[src/rtl/core/pgh_pkg.sv]
package pgh_pkg;

  localparam int CoordW = 24;
  localparam int RadW   = 16;
  localparam int ThrW   = 16;
  localparam int InW    = 176;
  localparam int UserW  = 2;
  localparam int OutW   = 16;
  localparam int LevelW = 13;
  localparam int AbsW   = 25;
  localparam int SumW   = 50;
  localparam int RootW  = 25;
  localparam int RemW   = 28;
  localparam int GapW   = 27;
  localparam int DenW   = 17;
  localparam int QW     = 12;
  localparam int CntW   = 5;
  localparam int CfgIdxW = 3;

  localparam logic [CntW-1:0] SqrLast  = CntW'(4);
  localparam logic [CntW-1:0] RootLast = CntW'(RootW - 1);
  localparam logic [CntW-1:0] DivLast  = CntW'(QW - 1);
  localparam logic [CntW-1:0] AxisLast = CntW'(2);

  localparam logic [LevelW-1:0] LevelOne = LevelW'(4096);

  localparam logic [ThrW-1:0] PinchOnReset   = 16'd655;
  localparam logic [ThrW-1:0] PinchHoldReset = 16'd983;
  localparam logic [ThrW-1:0] PinchZeroReset = 16'd5243;
  localparam logic [ThrW-1:0] GripOnReset    = 16'd3277;
  localparam logic [ThrW-1:0] GripHoldReset  = 16'd3932;
  localparam logic [ThrW-1:0] GripZeroReset  = 16'd7209;

  typedef enum logic [CfgIdxW-1:0] {
    REG_PINCH_ON   = 3'd0,
    REG_PINCH_HOLD = 3'd1,
    REG_PINCH_ZERO = 3'd2,
    REG_GRIP_ON    = 3'd3,
    REG_GRIP_HOLD  = 3'd4,
    REG_GRIP_ZERO  = 3'd5
  } cfg_reg_t;

  typedef enum logic [2:0] {
    ST_IDLE,
    ST_SQR,
    ST_ROOT,
    ST_GAP,
    ST_LVL,
    ST_DIV,
    ST_DONE
  } state_t;

  typedef struct packed {
    logic            load;
    logic            sqr;
    logic            root;
    logic            gap;
    logic            lvl;
    logic            div;
    logic            fin;
    logic [CntW-1:0] cnt;
  } ctrl_t;

endpackage

[src/rtl/core/pgh_seq.sv]
module pgh_seq (
  input  logic          clk,
  input  logic          rst,
  input  logic          start,
  input  logic          skip_div,
  input  logic          out_free,
  output logic          idle,
  output pgh_pkg::ctrl_t ctrl
);
  import pgh_pkg::*;

  state_t          state, state_next;
  logic [CntW-1:0] cnt, cnt_next;

  always_ff @(posedge clk) begin
    if (rst) begin
      state <= ST_IDLE;
      cnt   <= '0;
    end else begin
      state <= state_next;
      cnt   <= cnt_next;
    end
  end

  always_comb begin
    state_next = state;
    cnt_next   = cnt + 1'b1;
    case (state)
      ST_IDLE: begin
        cnt_next = '0;
        if (start) state_next = ST_SQR;
      end
      ST_SQR: begin
        if (cnt == SqrLast) begin
          state_next = ST_ROOT;
          cnt_next   = '0;
        end
      end
      ST_ROOT: begin
        if (cnt == RootLast) begin
          state_next = ST_GAP;
          cnt_next   = '0;
        end
      end
      ST_GAP: begin
        state_next = ST_LVL;
        cnt_next   = '0;
      end
      ST_LVL: begin
        state_next = skip_div ? ST_DONE : ST_DIV;
        cnt_next   = '0;
      end
      ST_DIV: begin
        if (cnt == DivLast) begin
          state_next = ST_DONE;
          cnt_next   = '0;
        end
      end
      ST_DONE: begin
        cnt_next = '0;
        if (out_free) state_next = ST_IDLE;
      end
      default: begin
        state_next = ST_IDLE;
        cnt_next   = '0;
      end
    endcase
  end

  always_comb begin
    idle      = 1'b0;
    ctrl      = '0;
    ctrl.cnt  = cnt;
    case (state)
      ST_IDLE: begin
        idle      = 1'b1;
        ctrl.load = start;
      end
      ST_SQR:  ctrl.sqr  = 1'b1;
      ST_ROOT: ctrl.root = 1'b1;
      ST_GAP:  ctrl.gap  = 1'b1;
      ST_LVL:  ctrl.lvl  = 1'b1;
      ST_DIV:  ctrl.div  = 1'b1;
      ST_DONE: ctrl.fin  = out_free;
      default: idle      = 1'b0;
    endcase
  end

endmodule

[src/rtl/core/pgh_arith.sv]
module pgh_arith (
  input  logic                      clk,
  input  pgh_pkg::ctrl_t            ctrl,
  input  logic [pgh_pkg::InW-1:0]   item,
  input  logic [pgh_pkg::ThrW-1:0]  thr_on,
  input  logic [pgh_pkg::ThrW-1:0]  thr_hold,
  input  logic [pgh_pkg::ThrW-1:0]  thr_zero,
  input  logic                      prev,
  output logic                      skip_div,
  output logic                      now,
  output logic [pgh_pkg::LevelW-1:0] level
);
  import pgh_pkg::*;

  logic [InW-1:0]   item_r;
  logic [AbsW-1:0]  ad;
  logic [SumW-1:0]  prod;
  logic [SumW-1:0]  acc;
  logic [SumW-1:0]  rad;
  logic [RootW-1:0] root;
  logic [RemW-1:0]  rem;
  logic signed [GapW-1:0] d;
  logic [ThrW-1:0]  t;
  logic [LevelW-1:0] q;

  logic signed [CoordW-1:0] pa, pb;
  logic signed [AbsW-1:0]   diff;
  logic [AbsW-1:0]          diff_abs;
  logic [SumW-1:0]          src;
  logic [RootW-1:0]         cur_root;
  logic [RemW-1:0]          cur_rem;
  logic [RemW-1:0]          rem_sh;
  logic [RemW-1:0]          opa, opb;
  logic [RemW:0]            sub;
  logic                     ge;
  logic [ThrW-1:0]          t_sel;
  logic signed [GapW-1:0]   d_calc;
  logic signed [DenW-1:0]   denom;
  logic signed [RemW-1:0]   num;
  logic                     num_ge;

  always_comb begin
    case (ctrl.cnt[1:0])
      2'd0: begin
        pa = item_r[23:0];
        pb = item_r[95:72];
      end
      2'd1: begin
        pa = item_r[47:24];
        pb = item_r[119:96];
      end
      default: begin
        pa = item_r[71:48];
        pb = item_r[143:120];
      end
    endcase
    diff     = AbsW'(pa) - AbsW'(pb);
    diff_abs = diff[AbsW-1] ? AbsW'(-diff) : AbsW'(diff);
  end

  // shared compare-subtract unit: root digits and quotient bits
  always_comb begin
    src      = (ctrl.cnt == '0) ? acc : rad;
    cur_root = (ctrl.cnt == '0) ? '0 : root;
    cur_rem  = (ctrl.cnt == '0) ? '0 : rem;
    rem_sh   = {cur_rem[RemW-3:0], src[SumW-1 -: 2]};
    if (ctrl.div) begin
      opa = {11'b0, rem[15:0], 1'b0};
      opb = {12'b0, thr_zero - t};
    end else begin
      opa = rem_sh;
      opb = {1'b0, cur_root, 2'b01};
    end
    sub = {1'b0, opa} - {1'b0, opb};
    ge  = !sub[RemW];
  end

  always_comb begin
    t_sel  = prev ? thr_hold : thr_on;
    d_calc = $signed({2'b0, root}) - $signed({11'b0, item_r[159:144]})
           - $signed({11'b0, item_r[175:160]});
    denom  = $signed({1'b0, thr_zero}) - $signed({1'b0, t});
    num    = $signed({12'b0, thr_zero}) - $signed({d[GapW-1], d});
    num_ge = num >= $signed({{(RemW-DenW){denom[DenW-1]}}, denom});
    skip_div = (denom <= 0) || (num <= 0) || num_ge;
  end

  always_ff @(posedge clk) begin
    if (ctrl.load) begin
      item_r <= item;
      acc    <= '0;
    end
    if (ctrl.sqr) begin
      if (ctrl.cnt <= AxisLast) ad <= diff_abs;
      if (ctrl.cnt >= CntW'(1) && ctrl.cnt <= CntW'(3)) prod <= ad * ad;
      if (ctrl.cnt >= CntW'(2)) acc <= acc + prod;
    end
    if (ctrl.root) begin
      rad <= {src[SumW-3:0], 2'b00};
      if (ge) begin
        rem  <= sub[RemW-1:0];
        root <= {cur_root[RootW-2:0], 1'b1};
      end else begin
        rem  <= rem_sh;
        root <= {cur_root[RootW-2:0], 1'b0};
      end
    end
    if (ctrl.gap) begin
      d   <= d_calc;
      t   <= t_sel;
      now <= d_calc <= $signed({11'b0, t_sel});
    end
    if (ctrl.lvl) begin
      rem <= {12'b0, num[15:0]};
      if (denom <= 0) q <= now ? LevelOne : '0;
      else if (num <= 0) q <= '0;
      else if (num_ge) q <= LevelOne;
      else q <= '0;
    end
    if (ctrl.div) begin
      q <= {q[LevelW-2:0], ge};
      if (ge) rem <= {12'b0, sub[15:0]};
      else rem <= opa;
    end
  end

  assign level = q;

endmodule

[src/rtl/core/pinch_grip_hysteresis_detector_unit.sv]
// Pinch and grip detector with hysteresis. Each input transaction carries two
// 3D points, their radii and a gesture/hand selector; the block returns one
// result transaction with the active, just-on and just-off flags and a 0..4096
// activation level. One item is worked at a time: the squares are summed, then
// a 25-step square root runs through the one shared compare-subtract unit; the
// result follows directly when the level is saturated or zero, or after a
// 12-step division through the same unit when a level between is needed. The
// input is not ready while an item is in progress; a finished result waits in
// the output register and the next item is taken meanwhile. Registers reset to
// the default thresholds and every hand and gesture starts inactive.
module pinch_grip_hysteresis_detector_unit #(
  parameter int HANDS = 2
) (
  input  logic                        clk,
  input  logic                        rst,
  input  logic                        s_axis_tvalid,
  output logic                        s_axis_tready,
  // a_x, a_y, a_z, b_x, b_y, b_z, a_radius, b_radius
  input  logic [pgh_pkg::InW-1:0]     s_axis_tdata,
  // func, hand
  input  logic [pgh_pkg::UserW-1:0]   s_axis_tuser,
  output logic                        m_axis_tvalid,
  input  logic                        m_axis_tready,
  // active, just_on, just_off, activation
  output logic [pgh_pkg::OutW-1:0]    m_axis_tdata,
  // out_hand, out_func
  output logic [pgh_pkg::UserW-1:0]   m_axis_tuser,
  input  logic                        cfg_valid,
  output logic                        cfg_ready,
  input  logic [pgh_pkg::CfgIdxW-1:0] cfg_index,
  input  logic [pgh_pkg::ThrW-1:0]    cfg_data
);
  import pgh_pkg::*;

  localparam int Slots = HANDS * 2;
  localparam int SlotW = $clog2(Slots);

  logic [ThrW-1:0] pinch_on, pinch_hold, pinch_zero;
  logic [ThrW-1:0] grip_on, grip_hold, grip_zero;
  logic [Slots-1:0] was_active;
  logic             func, hand;
  logic             idle, start, skip_div, out_free, now;
  logic [LevelW-1:0] level;
  logic [SlotW-1:0] slot;
  logic             in_range, prev;
  logic [ThrW-1:0]  thr_on, thr_hold, thr_zero;
  ctrl_t            ctrl;

  assign cfg_ready     = 1'b1;
  assign s_axis_tready = idle;
  assign start         = s_axis_tvalid && idle;
  assign out_free      = !m_axis_tvalid || m_axis_tready;

  always_ff @(posedge clk) begin
    if (rst) begin
      pinch_on   <= PinchOnReset;
      pinch_hold <= PinchHoldReset;
      pinch_zero <= PinchZeroReset;
      grip_on    <= GripOnReset;
      grip_hold  <= GripHoldReset;
      grip_zero  <= GripZeroReset;
    end else if (cfg_valid) begin
      case (cfg_index)
        REG_PINCH_ON:   pinch_on   <= cfg_data;
        REG_PINCH_HOLD: pinch_hold <= cfg_data;
        REG_PINCH_ZERO: pinch_zero <= cfg_data;
        REG_GRIP_ON:    grip_on    <= cfg_data;
        REG_GRIP_HOLD:  grip_hold  <= cfg_data;
        REG_GRIP_ZERO:  grip_zero  <= cfg_data;
        default:        pinch_on   <= pinch_on;
      endcase
    end
  end

  always_ff @(posedge clk) begin
    if (start) begin
      func <= s_axis_tuser[0];
      hand <= s_axis_tuser[1];
    end
  end

  assign slot     = SlotW'({hand, func});
  assign in_range = 32'(hand) < HANDS;
  assign prev     = in_range && was_active[slot];
  assign thr_on   = func ? grip_on : pinch_on;
  assign thr_hold = func ? grip_hold : pinch_hold;
  assign thr_zero = func ? grip_zero : pinch_zero;

  pgh_seq u_seq (
    .clk      (clk),
    .rst      (rst),
    .start    (start),
    .skip_div (skip_div),
    .out_free (out_free),
    .idle     (idle),
    .ctrl     (ctrl)
  );

  pgh_arith u_arith (
    .clk      (clk),
    .ctrl     (ctrl),
    .item     (s_axis_tdata),
    .thr_on   (thr_on),
    .thr_hold (thr_hold),
    .thr_zero (thr_zero),
    .prev     (prev),
    .skip_div (skip_div),
    .now      (now),
    .level    (level)
  );

  always_ff @(posedge clk) begin
    if (rst) begin
      was_active <= '0;
    end else if (ctrl.fin && in_range) begin
      was_active[slot] <= now;
    end
  end

  always_ff @(posedge clk) begin
    if (rst) begin
      m_axis_tvalid <= 1'b0;
    end else if (ctrl.fin) begin
      m_axis_tvalid <= 1'b1;
    end else if (m_axis_tready) begin
      m_axis_tvalid <= 1'b0;
    end
  end

  always_ff @(posedge clk) begin
    if (ctrl.fin) begin
      m_axis_tuser <= {func, hand};
      m_axis_tdata <= {level, !now && prev, now && !prev, now};
    end
  end

endmodule

[config.mk]
export PLATFORM = sky130hd
export DESIGN_NAME = pinch_grip_hysteresis_detector_unit
export DESIGN_NICKNAME = d
export VERILOG_FILES = /design/src/rtl/core/pgh_pkg.sv /design/src/rtl/core/pgh_seq.sv /design/src/rtl/core/pgh_arith.sv /design/src/rtl/core/pinch_grip_hysteresis_detector_unit.sv
export SDC_FILE = /design/constraint.sdc
export NUM_CORES = 2
export LEC_CHECK = 0
export ABC_CLOCK_PERIOD_IN_PS = 8400
export BUFFER_PORTS_ARGS = -buffer_cell sky130_fd_sc_hd__buf_2
export CORE_MARGIN = 3
export CORE_UTILIZATION = 40
export DETAILED_ROUTE_END_ITERATION = 8
export GPL_TIMING_DRIVEN = 0
export PLACE_DENSITY = 0.63
export SYNTH_ARGS = -nofsm -noshare
export SYNTH_HDL_FRONTEND = slang
export SYNTH_SLANG_ARGS = --single-unit
[constraint.sdc]
create_clock -name clk -period 8.4 [get_ports clk]
set_input_delay 0.84 -clock clk [delete_from_list [all_inputs] [get_ports clk]]
set_output_delay 0.84 -clock clk [all_outputs]
set_load 0.005 [all_outputs]
==> Yosys cells after proc, flatten, opt, wreduce, memory -nomap -nowiden <==
Index checks and enable logic that the tools add are counted.
{ "totals": {"out_inout_bits": 21, "ff_bits": 586, "inputBits": 202} }
{ "classes": {"n_mux": 53, "addsub": 10, "n_mul": 1, "reduce_logical": 28, "eq_ne": 20, "magnitude_cmp": 10} }
{ "ops": {"columns": ["cell", "count"], "rows": [
  ["50-bit two-way mux", 4],
  ["26-bit two-way mux", 6],
  ["24-bit one-hot mux with 2 select lines", 2],
  ["13-bit two-way mux", 6],
  ["16-bit two-way mux", 4],
  ["50-bit adder", 1],
  ["25-bit by 25-bit multiplier with 50-bit output", 1],
  ["28-bit by 27-bit subtractor with 29-bit output", 1],
  ["28-bit by 17-bit greater-or-equal comparator with 1-bit output", 1],
  ["28-bit by 1-bit less-or-equal comparator with 1-bit output (second input constant)", 1],
  ["28-bit two-way mux", 1],
  ["17-bit by 27-bit subtractor with 28-bit output", 1],
  ["27-bit by 17-bit less-or-equal comparator with 1-bit output", 1],
  ["27-bit two-way mux", 1],
  ["27-bit by 17-bit subtractor with 27-bit output", 1],
  ["25-bit by 16-bit subtractor with 26-bit output", 1],
  ["25-bit two-way mux", 1],
  ["25-bit negator", 1],
  ["24-bit by 24-bit subtractor with 25-bit output", 1],
  ["24-bit two-way mux", 1],
  ["3-bit one-hot mux with 7 select lines", 1],
  ["17-bit by 1-bit less-or-equal comparator with 1-bit output (second input constant)", 1],
  ["16-bit by 16-bit subtractor with 17-bit output", 1],
  ["2-bit AND reduction", 8],
  ["32 further kinds", 74]
]} }

==> Depth between registers and ports, before layout <==
{ "depth": {"word_depth": 8, "mapped_depth": 30, "mapped_depth_nobuf": 30} }

==> Hierarchy <==
From an unflattened synthesis, not the netlist that was laid out.
{ "unflattened": {"cells_unflattened": 5290, "hier_area_um2": 51642.0} }
{ "modules_own_cells": {"columns": ["module", "area_each_um2", "instances", "seq_area_each_um2", "cells_each"], "rows": [
  ["pgh_arith", 45919.0, 1, 13192.7, 4778],
  ["pinch_grip_hysteresis_detector_unit", 5185.0, 1, 2622.5, 453],
  ["pgh_seq", 538.0, 1, 160.2, 59]
]} }

==> Least setup slack after synthesis <==
Ideal clock, no wire load.
{ "synth_path": {"path_type": "reg-to-reg", "startpoint": "register u_arith.ad[18]", "endpoint": "register u_arith.prod[48], data pin", "synth_period_minus_slack_ps": 7018, "setup_time_ps": 274, "path_slack_ps": 1382, "required_ps": 8126, "arrival_time_ps": 6744, "path_stages_with_launch": 26, "path_cell_list": "edfxtp_1 -> clkbuf_1 -> nand2_1 -> fa_1 -> inv_1 -> fa_1 -> inv_1 -> fa_1 -> fa_1 -> inv_1 -> fa_1 -> fa_1 -> inv_1 -> fa_1 -> inv_1 -> ha_1 -> a21o_1 -> a21o_1 -> a221oi_1 -> nor2_1 -> a31oi_1 -> o211ai_1 -> o311a_1 -> a311oi_1 -> o41ai_1 -> xor2_1"} }
{ "synth_via": {"elab_chain_len": 1} }
{ "synth_lines": {"columns": ["element", "line_no", "source"], "rows": [
  ["start: declaration", "pgh_arith.sv:16", "logic [AbsW-1:0] ad;"],
  ["start signal: assignment", "pgh_arith.sv:94", "if (ctrl.cnt <= AxisLast) ad <= diff_abs;"],
  ["25-bit by 25-bit multiplier with 50-bit output", "pgh_arith.sv:95", "if (ctrl.cnt >= CntW'(1) && ctrl.cnt <= CntW'(3)) prod <= ad * ad;"],
  ["end signal: assignment", "pgh_arith.sv:95", null],
  ["end: declaration", "pgh_arith.sv:17", "logic [SumW-1:0] prod;"]
]} }
No other way between the ends.
A chain may end at the register's enable or synchronous reset.

==> Worst setup path in the final report <==
{ "layout_path": {"startpoint": "register u_arith.ad[20]", "endpoint": "register u_arith.prod[48], data pin"} }
Same word-level chain as after synthesis.

==> results_dict.tcl <==
set metrics [dict create \
    clk_path_buf_depth 3 \
    syn_inst 5180 \
    clkSinkCount 585 \
    drt_first_pass_iters 5 \
    grt_usage 0.211 \
    cpLargestDelayFamily "adder cells" \
    root_buffer "clkbuf_16" \
    clk_latency_ns 0.66 \
    fin_nets 6561 \
    cpMaxStageDelayCell "fa_1" \
    synthAdderAreaFrac 0.288 \
    worst_pin_slew_ns 1.14 \
    async_flop_share 0 \
    synth_top_family_by_area "adder cells" \
    fin_hold_ws_ns 0.362 \
    slew_headroom 0.237 \
    final.period_utilization 0.961 \
    fin_area_um2 55800 \
    synth-main-ff-cell "edfxtp_1" \
    fp.dieH_um 360 \
    crit_path_cell_trace "buf_2, inv_1, nor2_1, fa_1, fa_1, fa_1, inv_1, fa_1, inv_1, fa_1, fa_1, inv_1, fa_1, inv_1, ha_1, and3_1, nand3_1, nor3_1, a31oi_2, o211ai_1, o311a_1, a311oi_1, o41ai_1, xor2_1" \
    synth_compound_area_frac 0.122 \
    timing.max_cap.violations 0 \
    grt_start_max_net_pins 129 \
    cp_common_cell "fa_1" \
    muxShareOfSynthArea 0.0137 \
    drt-initial-drc-count 2655 \
    netlist_area_um2 50200 \
    synth_edf_count 426 \
    status "finished, final reports clean" \
    ys_ff_latch 585 \
    worst_slack_ns 0.324 \
    ioPinCount 223 \
    cp-start-kind "flop" \
    finClkSkew_ns 0.0309 \
    fillers 11800 \
    grt_pass1_wl_um 216000 \
    remaining_drc_errors 0 \
    cp.buffers_inverters 6 \
    rsz0062_at_grt "yes" \
    portBuffers 220 \
    synth_nets 6253 \
    ant_nets 0 \
    globalRouteOverflowTotal 0 \
    routed-via-count 37800 \
    synth_warnings 0 \
    hold_class "input port to flop" \
    initial_core_util 0.404 \
    antenna_found_initial 3 \
    dpl_worst_slack_ns -0.369 \
    finalCriticalPeriod_ns 8.08 \
    worstPathRequired_ns 8.76 \
    critical_path_class "flop to flop" \
    wl_um 137000 \
    setup_violations 0 \
    cts_htree_levels 3 \
    worstSetupEndpointType "flop" \
    rows 129 \
    yosys.area_share.simple 0.144 \
    synth-xor-area-share 0.0412 \
    final-hold-violation-count 0 \
    fmaxAchievable_mhz 124 \
    avgViaCountPerCell 5.26 \
    die_w_um 360 \
    avgSynthCellArea_um2 9.69 \
    die_area_um2 130000 \
    drive_gt1_frac 0.0858 \
    tritoncts "built" \
    cp_max_fo 10 \
    wl_per_cell_um 19.1 \
    clk_pin_slew_ns 0.06 \
    worstPathArrival_ns 8.44 \
    synth.distinct_cells 87 \
    place_congestion 0.966 \
    placed_area_um2 53500 \
    core_um2 124000 \
    critPathMaxStageDelay_ns 0.62 \
    yosysSeqAreaShare 0.318 \
    slew_viol_final 0 \
    syn_to_final_growth_pct 11.1 \
    dp_hpwl_um 110000 \
    grt_pass1_vias 38600 \
    numCtsBuffers 67 \
]
per-layer routing:
layer,wire [um],share of wire,track usage,up-vias
met1,59400,0.43,0.282,18300
li1,-,-,-,18100
met2,64000,0.47,0.349,1133
met3,8540,0.062,0.0339,235
met4,4830,0.035,0.0700,4
met5,14,0.00010,0,-
worst paths after layout:
| path | start | end | slack [ns] | depth (start not counted) |
|---|---|---|---|---|
| setup / recovery | u_arith.ad[20] | u_arith.prod[48] | 0.32 | 24 |
| hold / removal | s_axis_tdata[152] | u_arith.item_r[152] | 0.36 | 1 |
| setup reg to reg | u_arith.ad[20] | u_arith.prod[48] | 0.32 | 24 |
| hold reg to reg | u_arith.level[7] | m_axis_tdata[10] | 0.45 | 0 |
synth_stat cells, types with 24 or more instances:
cell | number | area (um2)
o21bai_1 | 27 | 203
nor2_1 | 212 | 796
inv_1 | 777 | 2920
o22ai_1 | 24 | 150
clkbuf_1 | 156 | 586
and2_1 | 172 | 1080
a31oi_1 | 41 | 257
o21a_1 | 58 | 435
a21oi_1 | 309 | 1550
o21ai_0 | 168 | 841
nand2_1 | 682 | 2560
nand3b_1 | 60 | 450
edfxtp_1 | 426 | 12800
a22oi_1 | 26 | 195
nand4_1 | 28 | 175
nand3_1 | 126 | 631
a22o_1 | 37 | 324
xor2_1 | 93 | 815
dfxtp_1 | 159 | 3180
nor3_1 | 52 | 260
ha_1 | 397 | 4970
fa_1 | 474 | 9490
a211oi_1 | 25 | 188
xnor2_1 | 143 | 1250
nor2b_1 | 37 | 231
a21o_1 | 89 | 668
and3_1 | 44 | 275
o211ai_1 | 32 | 240
final cells by class:
cell class,count,area [um2],area share
clock buffers,89,1820,0.0327
clock inverters,28,258,0.00462
flip-flops and latches,585,16000,0.287
diodes,1,2.50,0.0000449
repair buffers,241,1340,0.0240
multi-input cells,3630,30600,0.549
plain buffers,185,776,0.0139
well taps,1637,2050,0.0367
inverters,778,2930,0.0526
metrics by stage:
step,setup TNS (ns),cells,utilization
floorplan,0,5180,-
global placement,-1.66,7037,0.430
detailed placement,-1.40,7043,0.431
CTS,0,7162,0.448
global route,-0.0132,7173,0.449
finish,0,7174,0.449
state kept, by name, summed over array words and instances, names as in the netlist, 2 cells and up:
| signal | count |
|---|---|
| grip_hold | 16 |
| grip_on | 16 |
| grip_zero | 16 |
| m_axis_tdata | 16 |
| m_axis_tuser | 2 |
| pinch_hold | 16 |
| pinch_on | 16 |
| pinch_zero | 16 |
| u_arith.acc | 50 |
| u_arith.ad | 25 |
| u_arith.d | 27 |
| u_arith.item_r | 176 |
| u_arith.level | 13 |
| u_arith.prod | 49 |
| u_arith.rad | 48 |
| u_arith.rem | 26 |
| u_arith.root | 25 |
| u_arith.t | 16 |
| u_seq.cnt | 5 |
| u_seq.state | 3 |
| was_active | 4 |
cell families (layout without fill, tap and decap cells):
family,count (synthesis),in the layout
buffers and inverters,965,1321
other,1,2
xor gates and xnor gates,236,236
AOI/OAI and AO/OA,955,955
adders and majority gates,871,871
muxes,45,45
and+or+nand+nor,1522,1522
DFF,585,585
layout by cell type, fill, tap and decap left out, drive strengths merged, types with 41 or more instances in the layout:
cell type  count
xor2          93
nor3          52
nand3        126
and3          44
inv          782
nor2         212
nand2        682
a21o          89
nand3b        60
edfxtp       426
and2         172
fa           474
clkbuf       241
dfxtp        159
ha           397
buf          274
o21ai        171
xnor2        143
a21oi        309
o21a          58
a31oi         41
what timing repair did:
item                                    CTS  global route
hold buffers                              0             0
gates resized for setup                  28            29
endpoints found under the setup margin    8             8
buffers inserted                          4            10
pin swaps                                 0             1
Power is not shown: default switching activity piles up to over one toggle a cycle in this logic, so the estimate is an artifact.
